--- config.mk ---
export PLATFORM = sky130hd
export DESIGN_NAME = multi_mode_byte_crc_engine_top
export DESIGN_NICKNAME = d
export VERILOG_FILES = /design/src/design/mmbce_pkg.sv /design/src/design/multi_mode_byte_crc_engine_top.sv
export SDC_FILE = /design/constraint.sdc
export NUM_CORES = 1
export LEC_CHECK = 0
export ABC_AREA = 1
export BUFFER_PORTS_ARGS = -buffer_cell sky130_fd_sc_hd__buf_2
export CORE_MARGIN = 2
export CORE_UTILIZATION = 30
export DETAILED_ROUTE_END_ITERATION = 8
export GPL_TIMING_DRIVEN = 0
export HOLD_SLACK_MARGIN = 0.06
export PLACE_DENSITY = 0.5
export SETUP_SLACK_MARGIN = 0.05
export SKIP_LAST_GASP = 1
export SYNTH_ARGS = -nofsm -noshare
export SYNTH_HDL_FRONTEND = slang
export SYNTH_SLANG_ARGS = --single-unit
export TNS_END_PERCENT = 100
--- constraint.sdc ---
create_clock -name clk -period 6.5 [get_ports clk]
set_input_delay 1.3 -clock clk [delete_from_list [all_inputs] [get_ports clk]]
set_output_delay 1.3 -clock clk [all_outputs]
set_load 0.05 [all_outputs]
--- src/design/mmbce_pkg.sv ---
package mmbce_pkg;

  // Mode codes held in the crc_mode register.
  localparam logic [1:0] MODE_CRC8  = 2'd0;
  localparam logic [1:0] MODE_CRC16 = 2'd1;
  localparam logic [1:0] MODE_CRC32 = 2'd2;
  localparam logic [1:0] MODE_CCITT = 2'd3;

  // Register indexes on the configuration port (byte address divided by four).
  localparam logic REG_MODE = 1'b0;
  localparam logic REG_SEED = 1'b1;

  localparam logic [7:0]  POLY8_REFL   = 8'h8C;
  localparam logic [15:0] POLY16_PAR   = 16'hC001;
  localparam logic [31:0] POLY32_REFL  = 32'hEDB88320;
  localparam logic [15:0] POLY16_CCITT = 16'h1021;

  typedef logic [31:0] crc_word_t;

  // 1-Wire CRC8, reflected, one bit per step.
  function automatic logic [7:0] fold8(input logic [7:0] crc, input logic [7:0] data);
    logic [7:0] c;
    c = crc ^ data;
    for (int i = 0; i < 8; i++) begin
      c = c[0] ? ((c >> 1) ^ POLY8_REFL) : (c >> 1);
    end
    return c;
  endfunction

  // Reflected CRC16 with 0xA001, in its byte-wide parity form.
  function automatic logic [15:0] fold16(input logic [15:0] crc, input logic [7:0] data);
    logic [7:0]  d;
    logic [15:0] c;
    d = data ^ crc[7:0];
    c = {8'd0, crc[15:8]};
    if (^d) begin
      c = c ^ POLY16_PAR;
    end
    c = c ^ ({8'd0, d} << 6) ^ ({8'd0, d} << 7);
    return c;
  endfunction

  // Reflected CRC32; the register holds the inverted CRC.
  function automatic logic [31:0] fold32(input logic [31:0] crc, input logic [7:0] data);
    logic [31:0] c;
    c = crc ^ {24'd0, data};
    for (int i = 0; i < 8; i++) begin
      c = c[0] ? ((c >> 1) ^ POLY32_REFL) : (c >> 1);
    end
    return c;
  endfunction

  // CCITT shift form, MSB first: data bits enter at the low end.
  function automatic logic [15:0] fold_ccitt(input logic [15:0] crc, input logic [7:0] data);
    logic [15:0] s;
    logic [7:0]  d;
    logic        top;
    s = crc;
    d = data;
    for (int i = 0; i < 8; i++) begin
      top = s[15];
      s = {s[14:0], d[7]};
      if (top) begin
        s = s ^ POLY16_CCITT;
      end
      d = {d[6:0], 1'b0};
    end
    return s;
  endfunction

endpackage

--- src/design/multi_mode_byte_crc_engine_top.sv ---
// Channel   Direction  Handshake          Contents
// s_*       in         s_tvalid/s_tready  one message byte, start flag in tuser
// m_*       out        m_tvalid/m_tready  CRC after that byte, 32 bits
// APB       in/out     psel/penable       crc_mode at 0x0, seed_value at 0x4
//
// Each byte is captured in an input register and then folded into the running
// CRC by one byte-wide XOR network whose result lands in the output register, so
// a byte may be transferred every cycle while the output is not stalled.
// The one-byte feedback through the CRC register sets that rate.
// Reset (synchronous, active high) clears both valid flags, the CRC register and
// the configuration registers.
// While the output is stalled one further byte is held in the input register; the
// input side then stops taking transfers until the output register drains.
module multi_mode_byte_crc_engine_top (
  input  logic                 clk,
  input  logic                 rst,
  input  logic                 s_tvalid,
  output logic                 s_tready,
  input  logic [7:0]           s_tdata,   // [7:0] data_byte
  input  logic                 s_tuser,   // [0] start_of_message
  output logic                 m_tvalid,
  input  logic                 m_tready,
  output mmbce_pkg::crc_word_t m_tdata,   // [31:0] crc_value
  input  logic                 psel,
  input  logic                 penable,
  input  logic                 pwrite,
  input  logic [2:0]           paddr,
  input  logic [31:0]          pwdata,
  output logic [31:0]          prdata,
  output logic                 pready
);
  import mmbce_pkg::*;

  logic [1:0]  crc_mode;
  logic [31:0] seed_value;
  crc_word_t   crc_register;
  crc_word_t   crc_register_next;
  crc_word_t   crc_start;
  crc_word_t   crc_value_next;

  // Input register stage.
  logic        in_valid;
  logic [7:0]  in_byte;
  logic        in_start;

  logic        advance;

  // Configuration port: always ready, registers selected by word address.
  assign pready = 1'b1;
  assign prdata = (paddr[2] == REG_SEED) ? seed_value : {30'd0, crc_mode};

  always_ff @(posedge clk) begin
    if (rst) begin
      crc_mode   <= MODE_CRC8;
      seed_value <= '0;
    end else if (psel && penable && pwrite && pready) begin
      if (paddr[2] == REG_MODE) begin
        crc_mode <= pwdata[1:0];
      end else begin
        seed_value <= pwdata;
      end
    end
  end

  // The held byte moves on when the output register is empty or being emptied.
  assign advance  = in_valid && (!m_tvalid || m_tready);
  assign s_tready = !in_valid || advance;

  always_ff @(posedge clk) begin
    if (rst) begin
      in_valid <= 1'b0;
    end else if (s_tready) begin
      in_valid <= s_tvalid;
    end
  end

  always_ff @(posedge clk) begin
    if (s_tvalid && s_tready) begin
      in_byte  <= s_tdata;
      in_start <= s_tuser;
    end
  end

  // Starting value: the seed truncated to the mode width, inverted for CRC32.
  always_comb begin
    if (in_start) begin
      case (crc_mode)
        MODE_CRC8:  crc_start = {24'd0, seed_value[7:0]};
        MODE_CRC32: crc_start = ~seed_value;
        default:    crc_start = {16'd0, seed_value[15:0]};
      endcase
    end else begin
      crc_start = crc_register;
    end
  end

  // One byte folded per mode; bits above the mode width come out cleared.
  always_comb begin
    case (crc_mode)
      MODE_CRC8: begin
        crc_register_next = {24'd0, fold8(crc_start[7:0], in_byte)};
        crc_value_next    = crc_register_next;
      end
      MODE_CRC16: begin
        crc_register_next = {16'd0, fold16(crc_start[15:0], in_byte)};
        crc_value_next    = crc_register_next;
      end
      MODE_CRC32: begin
        crc_register_next = fold32(crc_start, in_byte);
        crc_value_next    = ~crc_register_next;
      end
      default: begin
        crc_register_next = {16'd0, fold_ccitt(crc_start[15:0], in_byte)};
        crc_value_next    = crc_register_next;
      end
    endcase
  end

  always_ff @(posedge clk) begin
    if (rst) begin
      crc_register <= '0;
      m_tvalid     <= 1'b0;
    end else begin
      if (advance) begin
        crc_register <= crc_register_next;
        m_tvalid     <= 1'b1;
      end else if (m_tready) begin
        m_tvalid     <= 1'b0;
      end
    end
  end

  always_ff @(posedge clk) begin
    if (advance) begin
      m_tdata <= crc_value_next;
    end
  end

  // A byte that cannot move on stays held in the input register.
  a_hold_input: assert property (@(posedge clk) disable iff (rst)
    in_valid && !advance |=> in_valid)
    else $error("held input byte lost");

  // Narrow modes leave the upper half of the CRC register clear.
  a_narrow_upper: assert property (@(posedge clk) disable iff (rst)
    advance && crc_mode != MODE_CRC32 |=> crc_register[31:16] == 16'd0)
    else $error("upper CRC bits set in a 16-bit or 8-bit mode");

  // CRC32 results are the complement of the stored register.
  a_crc32_out: assert property (@(posedge clk) disable iff (rst)
    advance && crc_mode == MODE_CRC32 |=> m_tdata == ~crc_register)
    else $error("CRC32 result does not match inverted register");

  // CRC8 results fit in one byte.
  a_crc8_out: assert property (@(posedge clk) disable iff (rst)
    advance && crc_mode == MODE_CRC8 |=> m_tdata[31:8] == 24'd0)
    else $error("CRC8 result wider than eight bits");

  // Nothing is offered on the output right after reset.
  a_reset_out: assert property (@(posedge clk)
    rst |=> !m_tvalid)
    else $error("output valid after reset");

endmodule
==> summary.txt <==
Status: finished, final reports clean
Rel. slew slack: 0.354
Post_cts resized: 0
Diode count: 0
P_sw: 726 uW
Area of the multi-input gates: 3620 um^2
Initial antenna violation count: 0
Sequential fraction of the synthesis area: 0.378
Register share of total power: 0.398
Largest net degree at the start of global routing: 33
Vias post-DR: 6546
Hold WS: 0.472 ns
Total of fill cells in the finished design: 2493
Clock Latency Late Sink: 0.37 ns
Largest family of logic cells by synthesized area: simple AND/OR/NAND/NOR gates
Post-synth design cell area: 6860 um^2
Setup Skew: 0.0115 ns
Static leakage: 3.84 nW
PortBufs: 113
Max Used Layer: met4
Max Fclk: 253 MHz
Synth warnings: 0
Power Dens Cells: 237 nW/um^2
P&R area growth vs syn: 17.9%
DRT antenna net count: 0
Die height: 155 um
H-tree depth: 3
Sequential cell area: 2590 um^2
Clock power frac: 0.288
WL/cell: 16.4 um
Max Buffers Root-to-Sink: 2
Vias in the first global route: 6338
Synth Area in Compound Gates: 0.115
Met1 Wirelength: 11500 um
Inserted Clock Buffers: 9
MaxCap Viol Count: 0
Final net count: 1149
TritonCTS clock tree: yes
Tmin final: 3.95 ns
Synth Register Bits: 109
Setup ws final: 2.55 ns
CTS clk-pin slew, worst paths: 0.08 ns
Die ar.: 24100 um^2
Int Power: 1.19 mW
Routed wl met3: 970 um
Tot Pwr: 1.92 mW
DRC violations left: 0
Critical path peak fanout: 10
Sink Count: 109
Die X: 155 um
Synth Area in Adders: 0
Multiplexer share of the synthesized area: 0
Hold Vio Cnt, Final: 0
CTS root buf: clkbuf_16
Synth Area in XOR/XNOR: 0.0773
Crit. End Element: primary output
Yosys cell types: 40
Row cnt: 55
Peak VDD IR: 0.000127 V
CP Class: in -> out
Pre-CTS setup slack: 2.50 ns
IO Pins: 118
Post-Route WL: 22800 um
Worst slew pin tran: 0.959 ns
Final non-filler cell area: 8090 um^2
Period utilisation layout: 0.608
CP required: 5.20 ns
Hold Buf Count CTS: 0
All-layer global routing usage: 0.192
Max-slew violation count: 0
Worst Path Arrival: 2.65 ns
Initial core utilization: 0.304
Mapped Nets: 1024
Final setup violation count: 0
Crit start category: input pin
Routability cong.: 0.930
Total Neg Setup Slack: 0 ns
Post-DP HPWL: 18000 um
Global-route wire length before repair: 35600 um
Worst hold path type: reg -> reg
Mean area per synthesized cell: 7.05 um^2
Cell Area, Placed: 7800 um^2
Mapped Cells: 973
Core area: 22600 um^2
DR WL met2: 9930 um
Pre-antenna DRT Iters: 5
Simple-gate share of the synthesized area: 0.335
Combinational Power Share: 0.314
Total grt overflow: 0
RSZ-0062 raised after global routing: no
Switch share: 0.378
Post-CTS Setup Bufs: 0
Via/cell ratio: 4.72
Initial DRC Count: 470
Share of layout cells above drive strength 1: 0.192
## kinds of logic after synthesis
family / Yosys count
AND/OR/NAND/NOR: 506
buffers and inverters: 158
other: 1
XOR/XNOR: 55
AO/OA/AOI/OAI: 144
flip-flops: 109
## final timing paths
| check | from | end | slack (ns) | cells past startpoint |
|---|---|---|---|---|
| worst max-delay path | paddr[2] | prdata[8] | 2.55 | 5 |
| worst min-delay path | crc_register[23]$_SDFFE_PP0P_ | crc_register[23]$_SDFFE_PP0P_ | 0.47 | 2 |
| worst max register to register | crc_mode[0]$_SDFFE_PP0P_ | m_tdata[13]$_DFFE_PP_ | 3.75 | 8 |
| worst min register to register | crc_register[23]$_SDFFE_PP0P_ | crc_register[23]$_SDFFE_PP0P_ | 0.47 | 2 |
## cells in the final DEF, fill, tap and decap left out, types with 2 or more instances in the layout
master and n:
nor2_1 80, xnor2_1 18, nand2_4 12, nand4_1 7, o21ai_0 54, buf_6 4
o221ai_1 3, nand2_1 265, nand3_2 11, clkinvlp_4 3, xor2_2 2, buf_4 3
o21ai_1 6, dfxtp_1 68, o2111ai_1 2, buf_1 5, clkinv_1 2, clkbuf_16 9
inv_1 110, xnor2_2 2, o22ai_1 2, buf_2 122, clkbuf_1 22, nor3_1 16
o211ai_1 14, or2_2 3, edfxtp_1 41, nand2_2 27, a21oi_1 59, inv_2 3
xor2_1 32, nor2_2 2, nand3_1 79, a31oi_1 2
## synthesized netlist by cell type, drive strengths merged
cell type | count | area, um^2
nand2 | 305 | 1320
inv | 113 | 424
nand3 | 90 | 505
nor2 | 82 | 313
dfxtp | 68 | 1360
o21ai | 61 | 309
a21oi | 60 | 304
edfxtp | 41 | 1230
xor2 | 35 | 340
clkbuf | 22 | 82.6
buf | 21 | 131
xnor2 | 20 | 190
nor3 | 16 | 80.1
o211ai | 14 | 105
nand4 | 7 | 43.8
or2 | 4 | 25.0
o221ai | 3 | 26.3
a31oi | 2 | 12.5
clkinv | 2 | 7.51
o2111ai | 2 | 17.5
o22ai | 2 | 12.5
conb | 1 | 3.75
nand2b | 1 | 6.26
nand3b | 1 | 7.51
## through the flow
stage | util | std cells
finish | 0.358 | 1388
global route | 0.358 | 1388
CTS | 0.358 | 1388
detailed placement | 0.346 | 1372
global placement | 0.345 | 1371
floorplan | - | 973
## state kept, by name, summed over array words and instances (netlist names)
| signal | cells |
|---|---|
| in_start | 1 |
| in_byte | 8 |
| seed_value | 32 |
| m_tdata | 32 |
| in_valid | 1 |
| m_tvalid | 1 |
| crc_register | 32 |
| crc_mode | 2 |
## power by group through the flow
stage	Sequential [mW]	Combinational (mW)	Clock (mW)
after floorplan	0.823	0.393	0
after global placement	0.781	0.594	0
after detailed placement	0.780	0.599	0
after CTS	0.765	0.600	0.565
after global routing	0.769	0.667	0.589
final	0.764	0.603	0.552
## routing by layer
metal | vias up | GRT usage
met5 | - | 0
li1 | 3372 | -
met1 | 2964 | 0.277
met3 | 21 | 0.0231
met4 | 0 | 0.0524
met2 | 189 | 0.305
## critical path: stages
cell and delay [ns]:
clkbuf_1 0.38, clkbuf_1 0.50, nand2_1 0.14, inv_1 0.07, buf_2 0.25
## final cells by class
cell class,instances,share of cell area
Clock buffer,10,0.0283
Sequential cell,109,0.320
Timing Repair Buffer,114,0.0724
Inverter,115,0.0534
Tap cell,285,0.0441
Clock inverter,6,0.00727
Multi-Input combinational cell,706,0.448
Buffer,43,0.0266
(Power assumes the default switching activity.)
